### src/hdl/pbfe_pkg.sv
// Shared types, command codes and varint helpers for the protobuf field encoder.
package pbfe_pkg;

  localparam int unsigned MaxBytes    = 15;
  localparam int unsigned VarintBytes = 10;
  localparam int unsigned KeyBytes    = 5;

  typedef enum logic [2:0] {
    CMD_VARINT  = 3'd0,
    CMD_ZIGZAG  = 3'd1,
    CMD_FIXED32 = 3'd2,
    CMD_FIXED64 = 3'd3,
    CMD_LENGTH  = 3'd4,
    CMD_RAW     = 3'd5
  } cmd_e;

  localparam logic [2:0] WireVarint  = 3'd0;
  localparam logic [2:0] WireFixed64 = 3'd1;
  localparam logic [2:0] WireLength  = 3'd2;
  localparam logic [2:0] WireFixed32 = 3'd5;

  typedef logic [VarintBytes-1:0][7:0] varint_t;

  // Encoded bytes of one request, first byte in element 0.
  typedef struct packed {
    logic [MaxBytes-1:0][7:0] bytes;
    logic [3:0]               count;
  } frame_t;

  // All ten 7-bit groups with their continuation bits.
  function automatic varint_t varint_bytes(input logic [63:0] v);
    varint_t     b;
    logic [63:0] rest;
    for (int g = 0; g < VarintBytes; g++) begin
      rest = v >> (7 * g);
      b[g] = {((rest >> 7) != 64'd0), rest[6:0]};
    end
    return b;
  endfunction

  // Number of bytes the varint really takes, from 1 to 10.
  function automatic logic [3:0] varint_len(input logic [63:0] v);
    logic [3:0] n;
    n = 4'd1;
    for (int g = 1; g < VarintBytes; g++) begin
      if ((v >> (7 * g)) != 64'd0) n = 4'(g + 1);
    end
    return n;
  endfunction

endpackage

### src/hdl/pbfe_encoder.sv
// Combinational encoder: turns one registered request into a frame of bytes.
module pbfe_encoder import pbfe_pkg::*; (
  input  logic [2:0]  command_i,
  input  logic [28:0] field_number_i,
  input  logic [63:0] value_i,
  output frame_t      frame_o
);

  logic [2:0]                  wire_type;
  logic [63:0]                 key_word;
  varint_t                     key_vb;
  logic [3:0]                  key_len4;
  logic [2:0]                  key_len;
  logic [63:0]                 var_word;
  varint_t                     val_bytes;
  logic [3:0]                  val_len;
  logic [MaxBytes-1:0][7:0]    val_ext;
  logic [MaxBytes-1:0][7:0]    key_ext;
  logic [MaxBytes-1:0][7:0]    shifted;

  always_comb begin
    wire_type = WireVarint;
    var_word  = value_i;
    case (cmd_e'(command_i))
      CMD_ZIGZAG:  var_word  = {value_i[62:0], 1'b0} ^ {64{value_i[63]}};
      CMD_FIXED32: wire_type = WireFixed32;
      CMD_FIXED64: wire_type = WireFixed64;
      CMD_LENGTH:  wire_type = WireLength;
      default:     wire_type = WireVarint;
    endcase
  end

  assign key_word = {32'd0, field_number_i, wire_type};
  assign key_vb   = varint_bytes(key_word);
  assign key_len4 = varint_len(key_word);
  assign key_len  = key_len4[2:0];

  always_comb begin
    key_ext = '0;
    for (int i = 0; i < KeyBytes; i++) begin
      if (3'(i) < key_len) key_ext[i] = key_vb[i];
    end
  end

  always_comb begin
    val_bytes = varint_bytes(var_word);
    val_len   = varint_len(var_word);
    case (cmd_e'(command_i))
      CMD_FIXED32: begin
        val_bytes = {48'd0, value_i[31:0]};
        val_len   = 4'd4;
      end
      CMD_FIXED64: begin
        val_bytes = {16'd0, value_i};
        val_len   = 4'd8;
      end
      default: ;
    endcase
  end

  // The value bytes land right behind the key.
  assign val_ext = {40'd0, val_bytes};
  assign shifted = val_ext << {key_len, 3'b000};

  always_comb begin
    frame_o = '0;
    case (cmd_e'(command_i))
      CMD_VARINT, CMD_ZIGZAG, CMD_FIXED32, CMD_FIXED64, CMD_LENGTH: begin
        frame_o.bytes = shifted | key_ext;
        frame_o.count = key_len4 + val_len;
      end
      CMD_RAW: begin
        frame_o.bytes[0] = value_i[7:0];
        frame_o.count    = 4'd1;
      end
      default: frame_o = '0;
    endcase
  end

endmodule

### src/hdl/pbfe_serializer.sv
// Result register: holds one encoded frame and sends it out a byte per cycle while the receiver is ready.
module pbfe_serializer import pbfe_pkg::*; (
  input  logic       clk_i,
  input  logic       rst_ni,
  input  logic       load_i,
  input  frame_t     frame_i,
  output logic       free_o,
  output logic       out_valid_o,
  input  logic       out_ready_i,
  output logic [7:0] out_byte_o,
  output logic       last_o
);

  logic [MaxBytes-1:0][7:0] buf_q, buf_d;
  logic [3:0]               cnt_q, cnt_d;
  logic                     take;

  assign take        = out_valid_o && out_ready_i;
  assign out_valid_o = (cnt_q != 4'd0);
  assign out_byte_o  = buf_q[0];
  assign last_o      = (cnt_q == 4'd1);
  // A new frame may enter when the register is empty or its last byte leaves now.
  assign free_o      = (cnt_q == 4'd0) || (last_o && out_ready_i);

  always_comb begin
    buf_d = buf_q;
    cnt_d = cnt_q;
    if (load_i) begin
      buf_d = frame_i.bytes;
      cnt_d = frame_i.count;
    end else if (take) begin
      buf_d = {8'd0, buf_q[MaxBytes-1:1]};
      cnt_d = cnt_q - 4'd1;
    end
  end

  always_ff @(posedge clk_i or negedge rst_ni) begin
    if (!rst_ni) begin
      cnt_q <= 4'd0;
    end else begin
      cnt_q <= cnt_d;
    end
  end

  always_ff @(posedge clk_i) begin
    buf_q <= buf_d;
  end

endmodule

### src/hdl/protobuf_field_encoder_top.sv
// Top level of the protobuf wire-format field encoder.
//
// Input channel (in_valid_i / in_ready_o) takes one field request: a command,
// a field number and a 64-bit value. Output channel (out_valid_o / out_ready_i)
// returns the encoded bytes one per transfer, with last_o on the final byte
// of each request. Unused commands produce no bytes at all.
//
// A request is captured in an input register, encoded combinationally and moved
// into the result register once that is free; its first byte is then offered
// from the result register.
// A used command yields 1 to 15 bytes, which leave the result register one per
// transfer; with the receiver always ready, a stream of used requests runs at
// one byte per cycle with no gaps. An unused command passes through the input
// register and loads an empty frame into the result register.
//
// When the receiver stalls, the current byte holds and one further request
// waits in the input register; in_ready_o drops only when both are full.
// Reset empties both registers; no bytes are pending afterwards.
module protobuf_field_encoder_top import pbfe_pkg::*; (
  input  logic               clk_i,
  input  logic               rst_ni,
  input  logic               in_valid_i,
  output logic               in_ready_o,
  input  logic [2:0]         command_i,
  input  logic [28:0]        field_number_i,
  input  logic signed [63:0] value_i,
  output logic               out_valid_o,
  input  logic               out_ready_i,
  output logic [7:0]         out_byte_o,
  output logic               last_o
);

  logic        in_valid_q, in_valid_d;
  logic [2:0]  command_q;
  logic [28:0] field_number_q;
  logic [63:0] value_q;
  logic        ser_free;
  logic        load;
  frame_t      frame;

  assign load       = in_valid_q && ser_free;
  assign in_ready_o = !in_valid_q || ser_free;

  always_comb begin
    in_valid_d = in_valid_q;
    if (in_valid_i && in_ready_o) begin
      in_valid_d = 1'b1;
    end else if (load) begin
      in_valid_d = 1'b0;
    end
  end

  always_ff @(posedge clk_i or negedge rst_ni) begin
    if (!rst_ni) begin
      in_valid_q <= 1'b0;
    end else begin
      in_valid_q <= in_valid_d;
    end
  end

  always_ff @(posedge clk_i) begin
    if (in_valid_i && in_ready_o) begin
      command_q      <= command_i;
      field_number_q <= field_number_i;
      value_q        <= value_i;
    end
  end

  pbfe_encoder u_encoder (
    .command_i      (command_q),
    .field_number_i (field_number_q),
    .value_i        (value_q),
    .frame_o        (frame)
  );

  pbfe_serializer u_serializer (
    .clk_i       (clk_i),
    .rst_ni      (rst_ni),
    .load_i      (load),
    .frame_i     (frame),
    .free_o      (ser_free),
    .out_valid_o (out_valid_o),
    .out_ready_i (out_ready_i),
    .out_byte_o  (out_byte_o),
    .last_o      (last_o)
  );

endmodule
### config.mk
export PLATFORM = sky130hd
export DESIGN_NAME = protobuf_field_encoder_top
export DESIGN_NICKNAME = d
export VERILOG_FILES = /design/src/hdl/pbfe_pkg.sv /design/src/hdl/pbfe_encoder.sv /design/src/hdl/pbfe_serializer.sv /design/src/hdl/protobuf_field_encoder_top.sv
export SDC_FILE = /design/constraint.sdc
export NUM_CORES = 1
export LEC_CHECK = 0
export ABC_CLOCK_PERIOD_IN_PS = 12700
export BUFFER_PORTS_ARGS = -buffer_cell sky130_fd_sc_hd__buf_2
export CAP_MARGIN = 5
export CORE_MARGIN = 2
export CORE_UTILIZATION = 40
export CTS_CLUSTER_DIAMETER = 150
export CTS_CLUSTER_SIZE = 28
export DETAILED_ROUTE_END_ITERATION = 8
export SLEW_MARGIN = 10
export SYNTH_ARGS = -nofsm -noshare
export SYNTH_HDL_FRONTEND = slang
export SYNTH_HIERARCHICAL = 1
export SYNTH_SLANG_ARGS = --single-unit
### constraint.sdc
create_clock -name clk_i -period 12.7 [get_ports clk_i]
set_clock_uncertainty 0.1 [all_clocks]
set_input_delay 0.635 -clock clk_i [delete_from_list [all_inputs] [get_ports clk_i]]
set_output_delay 0.635 -clock clk_i [all_outputs]
set_load 0.05 [all_outputs]
==> results of run 1 <==
[worst max-delay path: cells and delay by family (launching register included)]
family	cells	cell delay, ps
DFF	1	350
adders and majority gates	1	290
xor gates and xnor gates	1	190
and+or+nand+nor	5	1030
muxes	1	370
AOI/OAI and AO/OA	7	1690
buffers and inverters	2	1200
[sequential cells by signal, indices dropped and copies added (netlist names)]
name                     count
u_serializer/out_byte_o      8
u_serializer/cnt_q           4
in_valid_q                   1
u_serializer/buf_q         112
value_q                     64
field_number_q              29
command_q                    3
[cell type report]
| type | instances | area, um2 |
|---|---|---|
| Inverter | 15 | 56.30 |
| Clock buffer | 13 | 282.8 |
| Timing Repair Buffer | 131 | 710.7 |
| Tap cell | 455 | 569.3 |
| Multi-Input combinational cell | 1029 | 6788 |
| Sequential cell | 221 | 6611 |
| Fill cell | 3366 | 19520 |
| Clock inverter | 1 | 5.005 |
[layout by cell type (no fill, tap or decap), drive strengths merged, types with 3 or more instances in the layout]
master,count
mux2i,43
nand3,16
clkbuf,13
a311oi,11
nand2,135
nand4,8
nor3b,4
a31oi,11
a21oi,110
o211ai,29
conb,7
mux2,124
and2,18
a21o,3
o32ai,6
o21a,6
o21ai,53
xor2,8
o2bb2ai,7
buf,130
xnor2,57
a22oi,5
a211o,3
o31ai,4
a211oi,41
nor2,165
nand2b,6
inv,15
edfxtp,216
or4,5
and4,4
and3,12
ha,5
or3,9
dfrtp,5
nor3,33
nor4,15
o22a,4
o22ai,30
[per-layer routing]
metal  part of all wire (%)  GRT usage (%)
met4                    3.9          8.136
met2                     46          36.62
met5                      0              0
met1                     44          31.58
met3                    6.0          2.552
[power breakdown]
part | switching, mW | internal, mW | total [mW]
registers | 0.175 | 1.26 | 1.43
logic | 0.985 | 0.616 | 1.60
clock network | 0.231 | 0.161 | 0.392
total | 1.39 | 2.04 | 3.43
[cells by family (layout without fill, tap and decap cells)]
logic type	Yosys count	in the layout	synth area share [%]
other	1	7	0.02676
AOI/OAI and AO/OA	343	343	15.82
adders and majority gates	6	6	0.5892
muxes	167	167	13.03
xor gates and xnor gates	65	65	4.062
and+or+nand+nor	441	441	14.37
DFF	221	221	47.17
buffers and inverters	142	160	4.928
[worst max-delay path by stage]
stage	endpoint	slack, ps	depth (start not counted)	start
6_report	u_serializer/cnt_q[3]$_DFFE_PN0P_	7230	17	command_q[0]$_DFFE_PP_
5_1_grt	u_serializer/cnt_q[3]$_DFFE_PN0P_	6880	17	command_q[0]$_DFFE_PP_
4_1_cts	u_serializer/cnt_q[3]$_DFFE_PN0P_	7330	17	command_q[0]$_DFFE_PP_
3_5_place_dp	u_serializer/cnt_q[3]$_DFFE_PN0P_	7360	17	command_q[0]$_DFFE_PP_
3_3_place_gp	u_serializer/cnt_q[3]$_DFFE_PN0P_	7540	17	command_q[0]$_DFFE_PP_
2_1_floorplan	u_serializer/buf_q[100]$_DFFE_PP_	8010	9	u_serializer/cnt_q[1]$_DFFE_PN0P_
[metrics by stage]
stage	cells	worst slack (ps)
2_1_floorplan	1392	8010
3_3_place_gp	1850	7540
3_5_place_dp	1850	7360
4_1_cts	1865	7329
5_1_grt	1865	6880
6_report	1865	7235
[what timing repair did]
item / CTS / global route
hold endpoints to repair: 5 / 0
resized for setup: 0 / 0
hold buffers: 1 / 0
setup endpoints to repair: 0 / 0
==> key figures, run 1 <==
Outcome
  • Status: finished clean

CTS
  • TritonCTS buffer count: 11
  • Worst-path clk slew: around 120 ps
  • CTS tree: done
  • CTS max path bufs: 3
  • Root Driver: clkbuf_16
  • H-Tree Level Count: 1
  • Post-CTS setup repair buffer count: 0
  • Clock latency at the later pin of the worst-skew pair: approximately 500 ps
  • CTS Sinks: 221

Cells and area
  • Antenna diodes: 0
  • Fin area: roughly 15000 um2
  • Layout area overhead: 7.187%
  • Layout cell share with drive strength beyond 1: around 21%
  • Util after Layout: a little over two fifths
  • Nets: about 1500

Min path
  • Worst hold start: value_i[52]
  • Hold Path Class: input pin to flop
  • Hold Path Sink: value_q[52]$_DFFE_PP_
  • Hold Crit Depth: 1

Placed design
  • DPL Wire Length: just under 30000 um
  • Input/output buffers: 110
  • DP Area: 14720 um2
  • Routability congestion estimate: a little over 0.9

Setup path
  • RR Endpoint: u_serializer/cnt_q[3]$_DFFE_PN0P_
  • R2R cell count: 17
  • Critical path type: flop to flop
  • CP required: about 13000 ps
  • Worst reg2reg setup slack: 7230 ps
  • Worst Setup End Kind: flop
  • Crit path arrival time: 5750 ps
  • Critical path fanouts, max: 100
  • Max stage delay on crit path: approximately 750 ps
  • CP Launch Type: flop
  • Critical-path cell list: buf_4 > nor3b_2 > buf_4 > mux2i_1 > and2_1 > and4_1 > nand4_2 > a21oi_1 > nor4_1 > o21ai_0 > ha_1 > a21o_1 > a21oi_1 > xor2_1 > o22ai_1 > a22o_1 > a221o_1
  • R2R Path Start: command_q[0]$_DFFE_PP_
  • Max stage delay cell, worst path: buf_4

Timing
  • Setup TNS: 0 ps
  • Fin Hold WS: about 210 ps
  • Achievable Freq: 183.0 MHz
  • Worst-margin pin slew: roughly 990 ps
  • Final Cycle Share: 43.03%
  • Setup Viol. Count Final: 0
  • RSZ-0062 raised after global routing: no
  • Final slew viol count: 0
  • Hold Vio Cnt, Final: 0
  • Tmin final: roughly 5500 ps
  • Rel. slew slack: approximately a third

Power
  • PD cells: ~230 nW/um2
  • VDD IR max: about 0.23 mV
  • Pwr Total: approximately 3.4 mW
  • Lkg Pwr: roughly 5.2 nW

Detailed routing
  • Antenna Nets Post-Route: 0
  • Routed Wire Length: approximately 42000 um
  • Iter 0 DRT Violations: between 1000 and 1500
  • DR DRC count: 0
  • Via count: around 11000
  • Vias per cell: about 6
  • Pre-antenna DRT Iters: 5
  • WL/cell: between 20 and 25 um

Floorplanning
  • Rows: slightly below 70
  • DIE HEIGHT: ~190 um
  • Initial Utilization: about two fifths
  • I/O pin total: around 110
  • Core box area: about 35000 um2
  • Die Wd: between 150 and 200 um
  • Die Area: 36550 um2

GRT
  • Total gr overflow: 0
  • Largest net degree at the start of global routing: about 100
  • First-pass GRT wire length: 63460 um
  • Initial antenna violation count: 0
  • Vias in the first global route: 10270
  • Total GRT Usage: around 23%

Synth
  • Synthesis Warnings: 6
  • Post-synth EDFFs: between 200 and 250
  • Count of cell types in the netlist: 80
  • Mean post-synth cell area: between 10 and 15 um2
  • Yosys reg bits: about 220
  • Share of the synthesized area in the top cell type: 46.28%
  • Syn Inst Count: approximately 1400
  • Cell with the most instances after synthesis: edfxtp_1
  • Ys async rst share: under 10%
  • Yosys top cell by area: edfxtp_1
  • Synth top area cells: edfxtp_1 (46%), mux2_2 (10%), nor2_1 (4.4%)
  • Synth Flop Type: edfxtp_1
  • Post-Syn Area: 14020 um2
  • Sequential share of the synthesized area: a little under half
  • Post-synth top cells: edfxtp_1 (216), nor2_1 (165), nand2_1 (135)

Job
  • MaxCap Viol Count: 0
(Power assumes the default switching activity.)
==> run 2: changes to the inputs <==
--- a/config.mk
+++ b/config.mk
@@ -5,7 +5,8 @@
 export SDC_FILE = /design/constraint.sdc
 export NUM_CORES = 1
 export LEC_CHECK = 0
-export ABC_CLOCK_PERIOD_IN_PS = 12700
+export ABC_AREA = 1
+export ABC_CLOCK_PERIOD_IN_PS = 5100
 export BUFFER_PORTS_ARGS = -buffer_cell sky130_fd_sc_hd__buf_2
 export CAP_MARGIN = 5
 export CORE_MARGIN = 2
==> constraint.sdc (replaced) <==
create_clock -name clk_i -period 5.1 [get_ports clk_i]
set_clock_uncertainty 0.1 [all_clocks]
set_input_delay 0.255 -clock clk_i [delete_from_list [all_inputs] [get_ports clk_i]]
set_output_delay 0.255 -clock clk_i [all_outputs]
set_load 0.05 [all_outputs]
==> run 2 against run 1 <==
Via count rose by 20%. Worst hold slack got worse by 190 ps. Worst setup slack got worse by 6400 ps. Design area rose by 8.0%. Critical path type unchanged. Synthesized area rose by 2.0%. Total power rose to 2.6 times the previous value. Register-to-register slack got worse by 6400 ps. Critical endpoint unchanged. Final cell count rose by 36%. Core utilization rose by 2.3 points.
==> key figures, run 2 <==
Outcome
  • Status: finished clean

Cells and area
  • Layout cell share with drive strength beyond 1: around a tenth
  • Fin cells: 2529
  • Number of flip-flops in the largest register: between 100 and 150
  • Layout area overhead: 13.50%
  • Top Registers: u_serializer/buf_q (112), value_q (64), field_number_q (29)
  • Filler cells: roughly 3600
  • Most common cell after layout, fill and taps aside: nand2_1
  • Commonest cells after routing, fill and taps aside: nand2_1 (885), edfxtp_1 (216), inv_1 (135)
  • Area of the multi-input gates: approximately 6400 um2
  • Top reg by flops: u_serializer/buf_q
  • Nets: about 2200
  • Util after Layout: a little under half
  • Antenna diodes: 0
  • Register area: around 6600 um2

Power
  • Pwr Total: between 8 and 9 mW
  • VDD IR max: 0.4356 mV
  • PD cells: 539.0 nW/um2
  • Lkg Pwr: ~7.5 nW

Floorplanning
  • Initial Utilization: between 40% and 50%
  • Die Wd: roughly 190 um
  • Core box area: 35400 um2
  • Die Area: about 37000 um2
  • I/O pin total: roughly 110
  • Rows: 69
  • DIE HEIGHT: 193.0 um

GRT
  • Total GRT Usage: approximately a quarter
  • Largest net degree at the start of global routing: 119
  • Initial antenna violation count: 0
  • First-pass GRT wire length: between 60000 and 70000 um
  • Total gr overflow: 0
  • Vias in the first global route: ~12000

Synth
  • Share of the synthesized area in the top cell type: between 40% and 50%
  • Cell with the most instances after synthesis: nand2_1
  • Count of cell types in the netlist: 55
  • Post-Syn Area: 14290 um2
  • Syn Inst Count: between 1500 and 2000
  • Yosys reg bits: roughly 220
  • Mean post-synth cell area: roughly 7.4 um2
  • Post-synth EDFFs: around 220
  • Sequential share of the synthesized area: between 40% and 50%
  • Synth Flop Type: edfxtp_1
  • Ys async rst share: about 2.3%
  • Yosys top cell by area: edfxtp_1
  • Synth top area cells: edfxtp_1 (45%), nand2_1 (23%), o21ai_0 (4.6%)
  • Post-synth top cells: nand2_1 (885), edfxtp_1 (216), inv_1 (136)
  • Synthesis Warnings: 6

Setup path
  • Crit path arrival time: 4550 ps
  • Worst Setup End Kind: flop
  • Critical path fanouts, max: 18
  • CP Launch Type: flop
  • CP required: approximately 5400 ps
  • Critical path type: flop to flop

CTS
  • H-Tree Level Count: 1
  • Clock latency at the later pin of the worst-skew pair: 500 ps
  • CTS tree: done
  • PostCTS Resize Cnt: 0
  • Worst-path clk slew: 110 ps
  • Post-CTS setup repair buffer count: 0
  • CTS Sinks: about 220
  • Root Driver: clkbuf_16
  • CTS max path bufs: 3
  • TritonCTS buffer count: 11
  • Hold Buf Count CTS: 98

Detailed routing
  • Routed Wire Length: ~45000 um
  • WL/cell: roughly 18 um
  • Via count: between 10000 and 15000
  • Iter 0 DRT Violations: about 1300
  • Vias per cell: around 5.2
  • Antenna Nets Post-Route: 0
  • Pre-antenna DRT Iters: 5
  • DR DRC count: 0

Timing
  • RSZ-0062 raised after global routing: no
  • Setup TNS: 0 ps
  • Final slew viol count: 0
  • Worst-margin pin slew: about 1100 ps
  • Tmin final: 4222 ps
  • Hold Vio Cnt, Final: 0
  • Fin Hold WS: about 18 ps
  • Achievable Freq: between 200 and 250 MHz
  • Rel. slew slack: 29.59%
  • Setup Viol. Count Final: 0
  • Final Cycle Share: between 80% and 90%

Placed design
  • DPL Wire Length: between 30000 and 40000 um
  • Input/output buffers: between 100 and 150
  • Routability congestion estimate: approximately 0.96
  • Dpl cells: about 2400

Job
  • MaxCap Viol Count: 0

Min path
  • Hold Path Class: input pin to asynchronous set/reset pin
[run 2: cells by family (layout without fill, tap and decap cells)]
family / after synthesis / in the layout / synth area share [%]
AO/OA/AOI/OAI: 267 / 267 / 10.66
adder cells (fa/ha/maj): 6 / 6 / 0.5777
buffers and inverters: 274 / 398 / 9.015
flip-flops: 221 / 221 / 46.25
other: 1 / 7 / 0.02623
XOR/XNOR: 16 / 16 / 0.9803
AND/OR/NAND/NOR: 1146 / 1146 / 32.00
multiplexers: 7 / 7 / 0.4902
[run 2: worst max-delay path, stage by stage, from the launching register on]
cell and delay (ps):
edfxtp_1 440, inv_2 160, nand2_2 80, nor2_4 440, buf_4 260, o21ai_1 100
nor2_1 100, nand2_1 100, nor2_1 170, nand3_1 110, nor3_2 210, a21boi_0 160
o31ai_1 520, ha_1 330, a21oi_1 120, inv_1 60, a21oi_1 150, o21ai_0 110
a21oi_1 160, or2_1 130, nand3_1 80, nand2_1 70
[run 2: per-stage QoR]
stage	area [um2]	setup WS [ps]
finish	16220	878.3
global placement	14950	1018
CTS	16220	905.5
global route	16220	502.4
floorplan	14320	187.3
detailed placement	14950	939.6
[run 2: report_power, final]
group          leakage (nW)  internal [mW]  switching (mW)  total [mW]
sequential             2.15           3.15           0.309        3.46
combinational          5.20           1.15            3.15        4.30
clock                 0.143          0.403           0.580       0.983
[run 2: area by class of cell]
type                            instances  area share [%]
Tap cell                              461           3.555
Clock inverter                          1         0.03085
Multi-Input combinational cell       1449           39.72
Clock buffer                           14           1.766
Sequential cell                       221           40.75
Inverter                              150           3.509
Timing Repair Buffer                  233           10.67
[run 2: final timing paths]
kind | from | end | slack [ps] | cells past startpoint
max | command_q[1]$_DFFE_PP_ | u_serializer/cnt_q[3]$_DFFE_PN0P_ | 880 | 21
min | rst_ni | u_serializer/cnt_q[0]$_DFFE_PN0P_ | 20 | 2
max reg2reg | command_q[1]$_DFFE_PP_ | u_serializer/cnt_q[3]$_DFFE_PN0P_ | 880 | 21
min reg2reg | u_serializer/buf_q[93]$_DFFE_PP_ | u_serializer/buf_q[85]$_DFFE_PP_ | 420 | 2
max in group asynchronous | rst_ni | u_serializer/cnt_q[2]$_DFFE_PN0P_ | 4740 | 2
min in group clk_i | out_ready_i | u_serializer/cnt_q[2]$_DFFE_PN0P_ | 20 | 4
[run 2: routing by layer]
| layer | wire, um | vias to the layer above | track usage (%) |
|---|---|---|---|
| li1 | - | 6496 | - |
| met1 | 20160 | 6102 | 34.32 |
| met2 | 19990 | 511 | 37.29 |
| met3 | 3475 | 75 | 4.127 |
| met4 | 1660 | 2 | 8.712 |
| met5 | 34 | - | 0.6631 |
==> run 3: changes to the inputs <==
--- a/config.mk
+++ b/config.mk
@@ -5,8 +5,8 @@
 export SDC_FILE = /design/constraint.sdc
 export NUM_CORES = 1
 export LEC_CHECK = 0
-export ABC_AREA = 1
-export ABC_CLOCK_PERIOD_IN_PS = 5100
+export ABC_AREA = 0
+export ABC_CLOCK_PERIOD_IN_PS = 4000
 export BUFFER_PORTS_ARGS = -buffer_cell sky130_fd_sc_hd__buf_2
 export CAP_MARGIN = 5
 export CORE_MARGIN = 2
==> constraint.sdc (replaced) <==
create_clock -name clk_i -period 4 [get_ports clk_i]
set_clock_uncertainty 0.1 [all_clocks]
set_input_delay 0.2 -clock clk_i [delete_from_list [all_inputs] [get_ports clk_i]]
set_output_delay 0.2 -clock clk_i [all_outputs]
set_load 0.05 [all_outputs]
==> run 3 against run 2 <==
Clock-buffer cell count shrank 1. Sequential share of layout area shrank 2.2 points. Worst hold slack gained 290 ps. Maximum frequency grew 4.4%. Routed wire length shrank 4.1%. Critical endpoint unchanged. Highest routed layer is now met4. Non-clock buffer count grew 115. Register-to-register slack lost 920 ps. Die area shrank 1.9%. The flow now finishes with violations (setup timing). Total power grew 31%. Design area grew 5.8%.
==> key figures, run 3 (synthesis gave the netlist of run 1 again) <==
Timing
  • RSZ-0062 raised after global routing: yes
  • Fin Hold WS: just over 300 ps
  • Setup TNS: -45.00 ps
  • Final slew viol count: 0
  • Setup Viol. Count Final: 1
  • Post-route setup slack: -45.00 ps
  • Achievable Freq: 247.2 MHz
  • Final Cycle Share: 101.1%
  • Rel. slew slack: roughly half
  • Hold Vio Cnt, Final: 0
  • Worst-margin pin slew: around 770 ps
  • Tmin final: approximately 4000 ps

Placed design
  • Routability congestion estimate: approximately 0.89
  • Dpl cells: 1955
  • DPL Wire Length: between 30000 and 40000 um
  • Input/output buffers: 110

CTS
  • Root Driver: clkbuf_16
  • CTS tree: done
  • H-Tree Level Count: 1
  • CTS Sinks: ~220
  • TritonCTS buffer count: 11
  • CTS max path bufs: 3
  • Clock latency at the later pin of the worst-skew pair: approximately 490 ps
  • Worst-path clk slew: around 110 ps

Floorplanning
  • DIE HEIGHT: around 190 um
  • Initial Utilization: between 40% and 50%
  • Die Area: between 30000 and 40000 um2
  • Rows: slightly below 70
  • I/O pin total: 111
  • Core box area: 34540 um2
  • Die Wd: about 190 um

Min path
  • Hold Path Class: input pin to flop
  • Hold Crit Depth: 2

Cells and area
  • Number of flip-flops in the largest register: around 110
  • Nets: 1732
  • Layout cell share with drive strength beyond 1: 26.18%
  • Top reg by flops: u_serializer/buf_q
  • Most common cell after layout, fill and taps aside: edfxtp_1
  • Fin cells: 2082
  • Top Registers: u_serializer/buf_q (112), value_q (64), field_number_q (29)
  • Commonest cells after routing, fill and taps aside: edfxtp_1 (216), nor2_1 (162), nand2_1 (134)
  • Layout area overhead: 22.44%
  • Antenna diodes: 0

Detailed routing
  • Routed Wire Length: 43470 um
  • WL/cell: ~21 um
  • Via count: 11840
  • Pre-antenna DRT Iters: 5
  • Vias per cell: around 5.7
  • Antenna Nets Post-Route: 0
  • Iter 0 DRT Violations: between 1000 and 1500
  • DR DRC count: 0

GRT
  • Vias in the first global route: between 10000 and 15000
  • Total GRT Usage: between 20% and 30%
  • First-pass GRT wire length: about 66000 um
  • Largest net degree at the start of global routing: 99
  • Met3 usage: around 2.4%
  • Grt peak-use layer: met2
  • Total gr overflow: 0
  • Routing usage on met1: ~33%
  • Grt met2 use: about two fifths
  • Initial antenna violation count: 0

Power
  • Pwr Total: between 10 and 15 mW
  • VDD IR max: between 0.8 and 0.9 mV
  • PD cells: around 670 nW/um2
  • Lkg Pwr: 6.311 nW

Setup path
  • Critical-path cell list: buf_6 > or4b_4 > o22ai_1 > o21ai_1 > nor3_2 > nand4_4 > a21oi_2 > nor4_2 > o21ai_1 > ha_1 > a21o_1 > a21oi_2 > xor2_1 > o22ai_1 > a22o_1 > a221o_1
  • CP required: 4280 ps
  • R2R Path Start: command_q[2]$_DFFE_PP_
  • Crit path arrival time: ~4300 ps
  • Worst Setup End Kind: flop
  • Worst reg2reg setup slack: -40 ps
  • Critical path type: flop to flop
  • Max stage delay on crit path: a little under 600 ps
  • Max stage delay cell, worst path: or4b_4
  • CP Launch Type: flop
  • Critical Path Sink: u_serializer/cnt_q[3]$_DFFE_PN0P_
  • RR Endpoint: u_serializer/cnt_q[3]$_DFFE_PN0P_
  • R2R cell count: 16
  • Critical path fanouts, max: 7
  • CP Launch Point: command_q[2]$_DFFE_PP_

Job
  • MaxCap Viol Count: 0

Outcome
  • Status: finished with violations
  • Failing checks: setup timing
==> run 3: stage by stage <==
step                area (um2)  util, %  worst slack [ps]
global route             17160    49.68            -291.8
detailed placement       15600    45.16            -131.3
global placement         15600    45.16            -61.67
floorplan                14050        -             11.02
finish                   17160    49.68            -45.00
CTS                      17010    49.23             4.671
==> run 3: final cells by class <==
cell class | instances | area (um2)
clock buffer | 13 | 282.8
clock inverter | 1 | 5.005
fill | 3201 | 17380
inverter | 15 | 56.30
multi-input combinational | 1029 | 6902
sequential | 221 | 6611
tap | 455 | 569.3
timing repair buffer | 348 | 2735
==> run 3: repair_timing <==
item / 4_1_cts / 5_1_grt
cloned: 2 / 0
endpoints found under the hold margin: 103 / 0
pin swaps: 2 / 22
gates resized for setup: 8 / 23
setup endpoints to repair: 2 / 3
hold buffers: 100 / 0
setup buffers: 4 / 11
==> run 3: routing by layer <==
metal	part of all wire (%)	up-vias	wire length (um)
met5	0	-	0
met1	43	5669	18760
met3	6.7	67	2907
met4	3.6	0	1560
met2	47	495	20240
li1	-	5608	-
==> run 3: how the worst min path moves through the flow <==
stage	slack, ps	to	startpoint
final	300	value_q[55]$_DFFE_PP_	value_i[55]
after global routing	310	value_q[61]$_DFFE_PP_	value_i[61]
after CTS	290	value_q[21]$_DFFE_PP_	value_i[21]
after detailed placement	-60	in_valid_q$_DFFE_PN0P_	rst_ni
after global placement	-60	in_valid_q$_DFFE_PN0P_	rst_ni
after floorplan	-200	in_valid_q$_DFFE_PN0P_	rst_ni
==> run 3: report_power, final <==
part / switching [mW] / internal [mW]
clock network: 0.730 / 0.510
registers: 0.443 / 3.99
logic: 3.36 / 2.44
==> run 3: worst max-delay path: cells and delay by family, from the launching register on <==
| family | cells | cell delay [ps] |
|---|---|---|
| buffers and inverters | 1 | 150 |
| and+or+nand+nor | 4 | 1090 |
| adders and majority gates | 1 | 280 |
| AOI/OAI and AO/OA | 9 | 1740 |
| DFF | 1 | 450 |
| xor gates and xnor gates | 1 | 150 |
